## config.mk

```make
export PLATFORM = sky130hd
export DESIGN_NAME = ethers_line_parser
export DESIGN_NICKNAME = d
export VERILOG_FILES = /design/src/elp_pkg.sv /design/src/ethers_line_parser.sv /design/src/elp_step.sv /design/src/elp_rsp_fifo.sv
export SDC_FILE = /design/constraint.sdc
export NUM_CORES = 1
export LEC_CHECK = 0
export BUFFER_PORTS_ARGS = -buffer_cell sky130_fd_sc_hd__buf_2
export CAP_MARGIN = 20
export CORE_ASPECT_RATIO = 1.1
export CORE_MARGIN = 2
export CORE_UTILIZATION = 54
export CTS_BUF_LIST = sky130_fd_sc_hd__clkbuf_16
export DETAILED_ROUTE_END_ITERATION = 10
export HOLD_SLACK_MARGIN = 0.06
export PLACE_DENSITY_LB_ADDON = 0.25
export SLEW_MARGIN = 20
export SYNTH_ARGS = -nofsm -noshare
export SYNTH_HDL_FRONTEND = slang
export SYNTH_SLANG_ARGS = --single-unit
export TNS_END_PERCENT = 30
```

## constraint.sdc

```tcl
create_clock -name clock -period 7.51 [get_ports clock]
set_clock_uncertainty 0.15 [all_clocks]
set_input_delay 0.751 -clock clock [delete_from_list [all_inputs] [get_ports clock]]
set_output_delay 0.751 -clock clock [all_outputs]
set_load 0.02 [all_outputs]
```

## src/elp_pkg.sv

```systemverilog
// shared types, character codes and helpers for the address/name line parser
`timescale 1ns / 1ps

package elp_pkg;

   localparam logic [7:0] CH_COLON   = 8'h3A;
   localparam logic [7:0] CH_HASH    = 8'h23;
   localparam logic [7:0] CH_NEWLINE = 8'h0A;
   localparam logic [7:0] CH_SPACE   = 8'h20;
   localparam logic [7:0] CH_TAB     = 8'h09;
   localparam logic [7:0] CH_CR      = 8'h0D;

   localparam int unsigned ADDR_OCTETS = 6;
   localparam int unsigned ADDR_W      = 8 * ADDR_OCTETS;

   localparam logic KIND_CHAR = 1'b0;
   localparam logic KIND_EOS  = 1'b1;

   // result queue depth, must stay a power of two and at least 2
   localparam int unsigned QUEUE_DEPTH = 4;
   localparam int unsigned QUEUE_PTR_W = $clog2(QUEUE_DEPTH);
   localparam int unsigned QUEUE_CNT_W = $clog2(QUEUE_DEPTH + 1);

   typedef enum logic [6:0] {
      PH_LINE_START  = 7'b0000001,
      PH_SKIP_LINE   = 7'b0000010,
      PH_ADDR_SECOND = 7'b0000100,
      PH_ADDR_SEP    = 7'b0001000,
      PH_ADDR_FIRST  = 7'b0010000,
      PH_NAME_GAP    = 7'b0100000,
      PH_NAME        = 7'b1000000
   } phase_type;

   typedef struct packed {
      logic              kind;
      logic [ADDR_W-1:0] station_addr;
      logic [7:0]        name_char;
      logic              name_last;
   } rsp_type;

   function automatic logic is_blank(input logic [7:0] c);
      return (c == CH_SPACE) || ((c >= CH_TAB) && (c <= CH_CR));
   endfunction

   // bit 4 flags a hex digit, bits 3:0 hold its value
   function automatic logic [4:0] hex_digit(input logic [7:0] c);
      logic [4:0] r;
      r = 5'd0;
      if (c >= 8'h30 && c <= 8'h39) begin
         r = {1'b1, 4'(c - 8'h30)};
      end else if (c >= 8'h61 && c <= 8'h66) begin
         r = {1'b1, 4'(c - 8'h57)};
      end else if (c >= 8'h41 && c <= 8'h46) begin
         r = {1'b1, 4'(c - 8'h37)};
      end
      return r;
   endfunction

endpackage

```

## src/ethers_line_parser.sv

```systemverilog
// top level: input register, parser step and result queue
// a byte transferred in passes through the input register and the parser step into the result queue
// throughput: one byte per cycle while the result queue has room; an end of stream inside a name gives two results
// and so needs two transfers out, the four-entry result queue absorbs the extra one
// reset: synchronous, active high; parser back at line start with a zero address,
// input register and result queue empty
`timescale 1ns / 1ps

module ethers_line_parser
   import elp_pkg::*;
#(
   parameter int unsigned NAME_LEN = 128
) (
   input  logic              clock,
   input  logic              reset,
   input  logic              req_valid,
   output logic              req_ready,
   input  logic [7:0]        req_in_byte,
   input  logic              req_end_of_stream,
   output logic              rsp_valid,
   input  logic              rsp_ready,
   output logic              rsp_kind,
   output logic [ADDR_W-1:0] rsp_station_addr,
   output logic [7:0]        rsp_name_char,
   output logic              rsp_name_last
);

   logic       in_valid_ff;
   logic [7:0] in_byte_ff;
   logic       in_eos_ff;
   logic       room;
   logic       go;
   logic [1:0] res_cnt;
   rsp_type    res0, res1, rsp_data;

   assign go        = in_valid_ff && room;
   assign req_ready = !in_valid_ff || go;

   always_ff @(posedge clock) begin
      if (reset) begin
         in_valid_ff <= 1'b0;
      end else if (req_ready) begin
         in_valid_ff <= req_valid;
      end
   end

   always_ff @(posedge clock) begin
      if (req_valid && req_ready) begin
         in_byte_ff <= req_in_byte;
         in_eos_ff  <= req_end_of_stream;
      end
   end

   elp_step #(
      .NAME_LEN(NAME_LEN)
   ) u_step (
      .clock         (clock),
      .reset         (reset),
      .go            (go),
      .in_byte       (in_byte_ff),
      .end_of_stream (in_eos_ff),
      .res_cnt       (res_cnt),
      .res0          (res0),
      .res1          (res1)
   );

   elp_rsp_fifo u_fifo (
      .clock     (clock),
      .reset     (reset),
      .push_cnt  (res_cnt),
      .push_d0   (res0),
      .push_d1   (res1),
      .room      (room),
      .rsp_valid (rsp_valid),
      .rsp_ready (rsp_ready),
      .rsp_data  (rsp_data)
   );

   assign rsp_kind         = rsp_data.kind;
   assign rsp_station_addr = rsp_data.station_addr;
   assign rsp_name_char    = rsp_data.name_char;
   assign rsp_name_last    = rsp_data.name_last;

endmodule

```

## src/elp_step.sv

```systemverilog
// parser state and the per-byte transition, up to two results per byte
`timescale 1ns / 1ps

module elp_step
   import elp_pkg::*;
#(
   parameter int unsigned NAME_LEN = 128
) (
   input  logic       clock,
   input  logic       reset,
   input  logic       go,
   input  logic [7:0] in_byte,
   input  logic       end_of_stream,
   output logic [1:0] res_cnt,
   output rsp_type    res0,
   output rsp_type    res1
);

   localparam int unsigned CntW = (NAME_LEN > 2) ? $clog2(NAME_LEN) : 1;
   localparam logic [CntW-1:0] CntLimit = CntW'(NAME_LEN - 1);

   phase_type         phase_ff, phase_in;
   logic [ADDR_W-1:0] addr_ff, addr_in;
   logic [2:0]        octet_ff, octet_in;
   logic [3:0]        first_ff, first_in;
   logic [7:0]        held_ff, held_in;
   logic              held_valid_ff, held_valid_in;
   logic [CntW-1:0]   count_ff, count_in;

   logic [4:0] hex;
   logic       blank;
   rsp_type    char_rsp;

   function automatic logic [ADDR_W-1:0] put_octet(input logic [ADDR_W-1:0] a,
                                                   input logic [2:0] idx,
                                                   input logic [7:0] v);
      logic [ADDR_W-1:0] r;
      r = a;
      case (idx)
         3'd0: r[47:40] = v;
         3'd1: r[39:32] = v;
         3'd2: r[31:24] = v;
         3'd3: r[23:16] = v;
         3'd4: r[15:8]  = v;
         3'd5: r[7:0]   = v;
         default: r = a;
      endcase
      return r;
   endfunction

   assign hex   = hex_digit(in_byte);
   assign blank = is_blank(in_byte);

   always_comb begin
      phase_in      = phase_ff;
      addr_in       = addr_ff;
      octet_in      = octet_ff;
      first_in      = first_ff;
      held_in       = held_ff;
      held_valid_in = held_valid_ff;
      count_in      = count_ff;
      res_cnt       = 2'd0;
      char_rsp      = '{kind: KIND_CHAR, station_addr: addr_ff, name_char: held_ff,
                        name_last: 1'b1};
      res0          = char_rsp;
      res1          = char_rsp;

      if (end_of_stream) begin
         if (phase_ff == PH_ADDR_SECOND) begin
            addr_in = put_octet(addr_ff, octet_ff, {4'h0, first_ff});
         end
         if (phase_ff == PH_NAME && held_valid_ff) begin
            res0    = char_rsp;
            res1    = '{kind: KIND_EOS, station_addr: addr_in, name_char: 8'h00,
                        name_last: 1'b0};
            res_cnt = 2'd2;
         end else begin
            res0    = '{kind: KIND_EOS, station_addr: addr_in, name_char: 8'h00,
                        name_last: 1'b0};
            res_cnt = 2'd1;
         end
         phase_in      = PH_LINE_START;
         held_valid_in = 1'b0;
         count_in      = '0;
      end else begin
         case (phase_ff)
            PH_SKIP_LINE: begin
               if (in_byte == CH_NEWLINE) phase_in = PH_LINE_START;
            end
            PH_ADDR_SECOND: begin
               if (hex[4]) begin
                  addr_in  = put_octet(addr_ff, octet_ff, {first_ff, hex[3:0]});
                  phase_in = PH_ADDR_SEP;
               end else begin
                  addr_in = put_octet(addr_ff, octet_ff, {4'h0, first_ff});
                  if (in_byte == CH_COLON) begin
                     if (octet_ff >= 3'd5) begin
                        phase_in = PH_NAME_GAP;
                     end else begin
                        octet_in = octet_ff + 3'd1;
                        phase_in = PH_ADDR_FIRST;
                     end
                  end else begin
                     phase_in = (in_byte == CH_NEWLINE) ? PH_LINE_START : PH_NAME_GAP;
                  end
               end
            end
            PH_ADDR_SEP: begin
               if (in_byte == CH_COLON) begin
                  if (octet_ff >= 3'd5) begin
                     phase_in = PH_NAME_GAP;
                  end else begin
                     octet_in = octet_ff + 3'd1;
                     phase_in = PH_ADDR_FIRST;
                  end
               end else begin
                  phase_in = (in_byte == CH_NEWLINE) ? PH_LINE_START : PH_NAME_GAP;
               end
            end
            PH_ADDR_FIRST: begin
               if (hex[4]) begin
                  first_in = hex[3:0];
                  phase_in = PH_ADDR_SECOND;
               end else begin
                  phase_in = (in_byte == CH_NEWLINE) ? PH_LINE_START : PH_NAME_GAP;
               end
            end
            PH_NAME_GAP: begin
               if (in_byte == CH_NEWLINE) begin
                  phase_in = PH_LINE_START;
               end else if (blank) begin
                  phase_in = PH_NAME_GAP;
               end else if (in_byte == CH_HASH) begin
                  phase_in = PH_SKIP_LINE;
               end else begin
                  held_in       = in_byte;
                  held_valid_in = 1'b1;
                  count_in      = CntW'(1);
                  phase_in      = PH_NAME;
               end
            end
            PH_NAME: begin
               if (!held_valid_ff) begin
                  phase_in = PH_NAME_GAP;
               end else if (blank) begin
                  res_cnt       = 2'd1;
                  held_valid_in = 1'b0;
                  phase_in      = (in_byte == CH_NEWLINE) ? PH_LINE_START : PH_NAME_GAP;
               end else if (count_ff >= CntLimit) begin
                  // name full: flush it and drop this byte
                  res_cnt       = 2'd1;
                  held_valid_in = 1'b0;
                  phase_in      = PH_NAME_GAP;
               end else begin
                  res0.name_last = 1'b0;
                  res_cnt        = 2'd1;
                  held_in        = in_byte;
                  count_in       = count_ff + CntW'(1);
               end
            end
            default: begin
               // line start, and any code that is not a valid phase
               if (blank) begin
                  phase_in = PH_LINE_START;
               end else if (hex[4]) begin
                  first_in = hex[3:0];
                  octet_in = 3'd0;
                  phase_in = PH_ADDR_SECOND;
               end else begin
                  phase_in = PH_SKIP_LINE;
               end
            end
         endcase
      end

      if (!go) begin
         res_cnt = 2'd0;
      end
   end

   always_ff @(posedge clock) begin
      if (reset) begin
         phase_ff      <= PH_LINE_START;
         addr_ff       <= '0;
         octet_ff      <= 3'd0;
         first_ff      <= 4'h0;
         held_ff       <= 8'h00;
         held_valid_ff <= 1'b0;
         count_ff      <= '0;
      end else if (go) begin
         phase_ff      <= phase_in;
         addr_ff       <= addr_in;
         octet_ff      <= octet_in;
         first_ff      <= first_in;
         held_ff       <= held_in;
         held_valid_ff <= held_valid_in;
         count_ff      <= count_in;
      end
   end

   a_held_in_name: assert property (@(posedge clock) disable iff (reset)
      held_valid_ff |-> (phase_ff == PH_NAME))
      else $error("held name character outside of a name");

   a_count_bound: assert property (@(posedge clock) disable iff (reset)
      count_ff <= CntLimit)
      else $error("name length count past limit");

   a_eos_restart: assert property (@(posedge clock) disable iff (reset)
      (go && end_of_stream) |=> (phase_ff == PH_LINE_START) && !held_valid_ff)
      else $error("parser not back at line start after end of stream");

endmodule

```

## src/elp_rsp_fifo.sv

```systemverilog
// small result queue, takes up to two results per cycle and hands out one
`timescale 1ns / 1ps

module elp_rsp_fifo
   import elp_pkg::*;
(
   input  logic       clock,
   input  logic       reset,
   input  logic [1:0] push_cnt,
   input  rsp_type    push_d0,
   input  rsp_type    push_d1,
   output logic       room,
   output logic       rsp_valid,
   input  logic       rsp_ready,
   output rsp_type    rsp_data
);

   rsp_type                mem_ff [QUEUE_DEPTH];
   logic [QUEUE_PTR_W-1:0] wr_ff, wr_in;
   logic [QUEUE_PTR_W-1:0] rd_ff, rd_in;
   logic [QUEUE_CNT_W-1:0] count_ff, count_in;
   logic                   pop;
   logic [QUEUE_PTR_W-1:0] wr_next;

   assign rsp_valid = (count_ff != '0);
   assign rsp_data  = mem_ff[rd_ff];
   assign pop       = rsp_valid && rsp_ready;
   // two free entries needed, a byte can cause two results
   assign room      = (count_ff <= QUEUE_CNT_W'(QUEUE_DEPTH - 2));
   assign wr_next   = wr_ff + QUEUE_PTR_W'(1);

   always_comb begin
      wr_in    = wr_ff + QUEUE_PTR_W'(push_cnt);
      rd_in    = pop ? rd_ff + QUEUE_PTR_W'(1) : rd_ff;
      count_in = count_ff + QUEUE_CNT_W'(push_cnt) - QUEUE_CNT_W'(pop);
   end

   always_ff @(posedge clock) begin
      if (push_cnt != 2'd0) mem_ff[wr_ff] <= push_d0;
      if (push_cnt == 2'd2) mem_ff[wr_next] <= push_d1;
   end

   always_ff @(posedge clock) begin
      if (reset) begin
         wr_ff    <= '0;
         rd_ff    <= '0;
         count_ff <= '0;
      end else begin
         wr_ff    <= wr_in;
         rd_ff    <= rd_in;
         count_ff <= count_in;
      end
   end

   a_count_bound: assert property (@(posedge clock) disable iff (reset)
      count_ff <= QUEUE_CNT_W'(QUEUE_DEPTH))
      else $error("result queue count past depth");

   a_no_overflow: assert property (@(posedge clock) disable iff (reset)
      (push_cnt != 2'd0) |-> room)
      else $error("result pushed without room");

   a_pop_only: assert property (@(posedge clock) disable iff (reset)
      (pop && push_cnt == 2'd0) |=> (count_ff == $past(count_ff) - QUEUE_CNT_W'(1)))
      else $error("result queue count wrong after a transfer out");

endmodule

```

-- After elaboration in Yosys (flattened, before gate mapping)
Memory sizes are Yosys's and may differ from the RTL's. A register that Yosys moved wholly into a read port is not among the register bits.
Cells that the tools add are included.
- order comparisons: 11
- bitwise logic cells: 3
- reduce and logical (&&, ||, !) cells: 32
- add/sub/neg operators: 10
- mux-type cells: 87
- eq/ne operators: 39
- operators with widths (operator ; count):
    48-bit 2-to-1 mux ; 4
    58-bit 2-to-1 mux ; 3
    8-bit 2-to-1 mux ; 18
    7-bit 2-to-1 mux ; 19
    57-bit 2-to-1 mux ; 1
    7-bit one-hot mux with 6 select lines ; 1
    3-bit inequality test (second input constant) ; 12
    8-bit by 6-bit == test with 1-bit output (second input constant) ; 3
    3-bit AND reduction ; 7
    3-bit 2-to-1 mux ; 6
    1-bit 2-to-1 mux ; 17
    8-bit by 7-bit >= comparator with 1-bit output (second input constant) ; 2
    8-bit by 7-bit <= comparator with 1-bit output (second input constant) ; 2
    8-bit one-hot mux with 2 select lines ; 1
    5-bit 2-to-1 mux ; 3
    2-bit inequality test (second input constant) ; 7
    7-bit one-hot mux with 2 select lines ; 1
    2-bit 2-to-1 mux ; 6
    6-bit 2-to-1 mux ; 2
    3-bit one-hot mux with 3 select lines ; 1
    9-bit AND reduction ; 1
    3-bit nonzero test ; 3
    8-bit by 4-bit == test with 1-bit output (second input constant) ; 1
    8-bit by 4-bit >= comparator with 1-bit output (second input constant) ; 1
    42 further kinds ; 60
- word-level logic and storage cells: 201
- memories: 1
- flip-flop bits (word level): 95
- RAM bits: 232
- memory list (memory ; depth ; width ; read ports ; clocked after memory_dff ; wr ports ; RTL line ; text):
    u_fifo.mem_ff ; 4 ; 58 ; 1 ; 1 ; 2 ; elp_rsp_fifo.sv:18 ; rsp_type mem_ff [QUEUE_DEPTH];

-- Longest topological paths before layout
- depth in word-level cells: 9
- depth in mapped cells: 14
- mapped depth without buffers: 12

-- Hierarchy
Synthesis repeated with hierarchy kept, for this count alone.
- cell total of the unflattened synthesis: 1345
- area total of the unflattened synthesis: 17564.3 µm²
- modules (own cells, without submodules) (module ; area an instance (µm²) ; cells an instance ; instances):
    elp_rsp_fifo ; 11697.5 ; 611 ; 1
    elp_step ; 5534.1 ; 719 ; 1
    ethers_line_parser ; 332.8 ; 15 ; 1

-- Least setup slack after synthesis
No wires, ideal clock.
- path type: register to register
- start: register u_step.phase_ff[5]
- end: memory u_fifo.mem_ff[1][0] in the netlist's numbering (enable)
- clock period less this slack: 6410 ps
- slack: 1100 ps
- arrival time: 5715 ps
- required time: 6815 ps
- path buffers: 2
- cell stages (with the launch flop): 8
- cell sequence: dfxtp_1 > clkbuf_1 > nor4b_2 > nand4b_1 > buf_2 > ha_1 > mux2i_1 > nor3_1
- RTL lines (element ; RTL line ; text):
    from (decl) ; elp_step.sv:22 ; phase_type phase_ff, phase_in;
    from (signal assigned) ; elp_step.sv:191 ; phase_ff <= phase_in;
    to (decl) ; elp_rsp_fifo.sv:18 ;

==> results.json <==
{
  "run_status": "finished, final reports clean",
  "synthArstFlopShare_pct": 0,
  "worst_pin_slew_ps": 1146,
  "clk_latency_ps": 520,
  "yosysWarnings": 0,
  "syn_avg_cell_area_sq_um": 12.28,
  "nNetsFinal": 1405,
  "synth-seq-cells": 329,
  "grt_overflow": 0,
  "cp-start-kind": "register",
  "critPathArrivalTime_ps": 4660,
  "hold_viol": 0,
  "synth_area_sq_um": 16300,
  "timing.final.crit_period_ps": 4548,
  "final_layout_size_suffix_gt1_share_pct": 23.48,
  "cap_violations": 0,
  "cts_buffers": 35,
  "dr.pass1.iters": 5,
  "leakage_nw": 6.503,
  "grt_pass1_vias": 11120,
  "synth_cells": 1327,
  "clkTransAtPathRegs_ps": 60,
  "grt_max_degree": 82,
  "synth_seq_area_share_pct": 55.21,
  "post-route-drc-count": 0,
  "rr_worst_depth": 8,
  "synthTopCellsByArea": "edfxtp_1 (44%), dfxtp_1 (11%), mux4_2 (8.0%)",
  "clock-sinks": 329,
  "initial_core_util_pct": 54.98,
  "rsz0062_at_grt": "false",
  "ys_types": 70,
  "area_growth_syn_to_layout_pct": 10.94,
  "wl_mm": 39.85,
  "dominantRegCellSynth": "edfxtp_1",
  "cts-root-buf": "clkbuf_16",
  "wire_per_inst_um": 22.45,
  "cts_hold_buf": 0,
  "port_buffers": 72,
  "grt_pass1_wl_mm": 62.19,
  "p_per_area_nw_per_um2": 253.1,
  "coreArea_sq_um": 29650,
  "n_antenna_cell": 0,
  "synth_nets": 1358,
  "min_to": "in_byte_ff[1]$_DFFE_PP_",
  "gp_congestion": 0.9566,
  "worst_hold_path.num_cells": 1,
  "setup_violations": 0,
  "die-area_sq_um": 31590,
  "synth_top_area_share_pct": 44.40,
  "end_kind": "register",
  "worstHoldStart": "req_in_byte[1]",
  "fp-row-count": 66,
  "setup_tns_ps": 0,
  "maxSlewViolCount": 0,
  "dieHeight_um": 186.2,
  "r2r_end": "u_fifo.mem_ff[2][42]$_DFFE_PP_",
  "avgViaCountPerCell": 6.275,
  "fill_cells": 2330,
  "grt.total_usage_pct": 25.50,
  "ir_worst_vdd_v": 0.0002075,
  "critPathRequiredTime_ps": 7620,
  "ios": 73,
  "timing.rr.start": "u_step.phase_ff[4]$_SDFFE_PP0P_",
  "cts_tree": "built",
  "htreeDepth": 2,
  "max_clock_freq_ghz": 0.2199,
  "post_cts_resized": 0,
  "clockBufferDepth": 3,
  "drt_first_iter_violations": 1250,
  "die_w_um": 169.6,
  "slew_headroom_pct": 23.35,
  "cts_setup_buffers": 0,
  "antenna_found_initial": 0,
  "routed-via-count": 11140,
  "dp_hpwl_mm": 25.55,
  "critPathMaxFanout": 16,
  "synth-edff-count": 241,
  "worstSetupPathType": "reg2reg",
  "ff2ff_setup_slack_ps": 2960,
  "yosysTopAreaCell": "edfxtp_1",
  "final-instance-count-excl-fill": 1775,
  "hp-class": "in2reg",
  "detail-route-antenna-nets": 0,
  "dp_cells": 1710,
  "period_share_pct": 60.56
}
[worst max-delay path, cell delays in order (launching register included)]
cell      delay [ps]
dfxtp_1          390
nor4b_2          430
nand4b_1         700
ha_1             630
and3_1           230
nand3b_1         210
nand3_1          490
nor2_1           650
mux2_2           400
[state kept, by name, summed over array words and instances (netlist names), named ones only]
| register | count |
|---|---|
| u_step.phase_ff | 7 |
| u_fifo.mem_ff | 232 |
| u_fifo.count_ff | 3 |
| u_fifo.rd_ff | 2 |
| u_fifo.wr_ff | 2 |
| u_step.first_ff | 4 |
| u_step.held_ff | 8 |
| u_step.count_ff | 7 |
| in_eos_ff | 1 |
| u_step.addr_ff | 48 |
| u_step.octet_ff | 3 |
| in_valid_ff | 1 |
| in_byte_ff | 8 |
| u_step.held_valid_ff | 1 |
[cell families (layout without fill, tap and decap cells)]
logic type               count (synthesis)  in the layout  share of synthesized area (%)
buffers and inverters                  100            174                          2.380
XOR/XNOR                                13             13                         0.6986
flip-flops                             329            329                          55.21
AND/OR/NAND/NOR                        482            482                          15.26
adder cells (fa/ha/maj)                 18             18                          1.428
multiplexers                           190            190                          16.93
AO/OA/AOI/OAI                          195            195                          8.092
[final cells by class]
cell class                      count  area, sq um  area share, %
Timing Repair Buffer               93        518.0          2.865
Tap cell                          374        467.9          2.588
Multi-Input combinational cell    898         6942          38.39
Inverter                           17        63.81         0.3529
Sequential cell                   329         9004          49.80
Clock buffer                       36        900.9          4.982
Clock inverter                     28        185.2          1.024
[synth_stat cells, types with 4 or more instances]
master / count
edfxtp_1: 241
dfxtp_1: 88
a211oi_1: 4
ha_1: 17
o21ai_1: 7
inv_1: 17
o211ai_1: 14
nor3_1: 12
xnor2_1: 9
mux4_2: 58
a22oi_1: 4
nand2b_1: 19
nand3b_1: 5
a211oi_2: 5
buf_1: 11
a32oi_1: 10
nor2b_1: 57
and2_1: 90
o221ai_1: 9
o21ai_0: 19
nand3_1: 41
o31ai_1: 9
mux2i_1: 27
nand2_1: 125
and3_1: 6
nor2_1: 88
a21oi_1: 77
nand4_1: 20
xor2_1: 4
mux2_2: 105
clkbuf_1: 62
buf_2: 10
[worst max path at each step]
stage | start | end | slack [ps] | cells after the start
global route | u_step.phase_ff[4]$_SDFFE_PP0P_ | u_fifo.mem_ff[2][51]$_DFFE_PP_ | 2700 | 8
CTS | u_step.phase_ff[4]$_SDFFE_PP0P_ | u_fifo.mem_ff[2][49]$_DFFE_PP_ | 3050 | 8
finish | u_step.phase_ff[4]$_SDFFE_PP0P_ | u_fifo.mem_ff[2][42]$_DFFE_PP_ | 2960 | 8
global placement | u_step.phase_ff[4]$_SDFFE_PP0P_ | u_fifo.mem_ff[2][43]$_DFFE_PP_ | 3230 | 8
floorplan | u_step.phase_ff[5]$_SDFFE_PP0P_ | u_fifo.mem_ff[1][0]$_DFFE_PP_ | 1100 | 7
detailed placement | u_step.phase_ff[4]$_SDFFE_PP0P_ | u_fifo.mem_ff[2][19]$_DFFE_PP_ | 3090 | 8
[metrics by stage]
step | total power [mW] | setup slack, ps | utilization, % | hold slack (ps) | area, sq um
5_1_grt | 4.742 | 2696 | 60.99 | 249.0 | 18080
3_3_place_gp | 2.967 | 3229 | 57.29 | 316.4 | 16990
4_1_cts | 4.601 | 3049 | 60.96 | 246.1 | 18070
3_5_place_dp | 2.981 | 3091 | 57.29 | 320.3 | 16990
6_report | 4.576 | 2962 | 60.99 | 257.3 | 18080
2_1_floorplan | 2.721 | 1100 | - | 290.6 | 16300
[routing by layer]
metal	up-vias	GRT usage [%]	part of all wire (%)
li1	5053	-	-
met1	5521	33.21	40
met2	450	42.94	48
met3	114	3.915	6.8
met4	0	10.94	4.2
met5	-	0	0
[power breakdown]
group | switching, mW | total [mW] | internal [mW]
registers | 0.0668 | 2.07 | 2.00
clock network | 0.705 | 1.65 | 0.940
logic | 0.497 | 0.863 | 0.366
total | 1.27 | 4.58 | 3.31
[placed cells by master, fill, tap and decap left out, types with 4 or more instances in the layout]
cell type    n
nor2_1      84
and3_1       6
o31ai_1      9
buf_2       72
a22oi_1      4
a211oi_1     4
a32oi_1     10
mux2_2     105
and2_1      90
mux4_2      58
dfxtp_1     86
nand3b_1     5
a211oi_2     5
xnor2_1      9
mux2i_1     27
nand4_1     20
nor3_1      11
clkinv_1     6
ha_1        17
clkinv_2     5
o21ai_0     19
buf_4       20
nor2b_1     57
nand3_1     41
a21oi_1     77
nand2_1    125
nand2b_1    19
clkbuf_16   36
edfxtp_1   241
o21ai_1      7
o221ai_1     9
o211ai_1    14
xor2_1       4
inv_1       29
No activity file was read; power rests on OpenSTA's default activity.
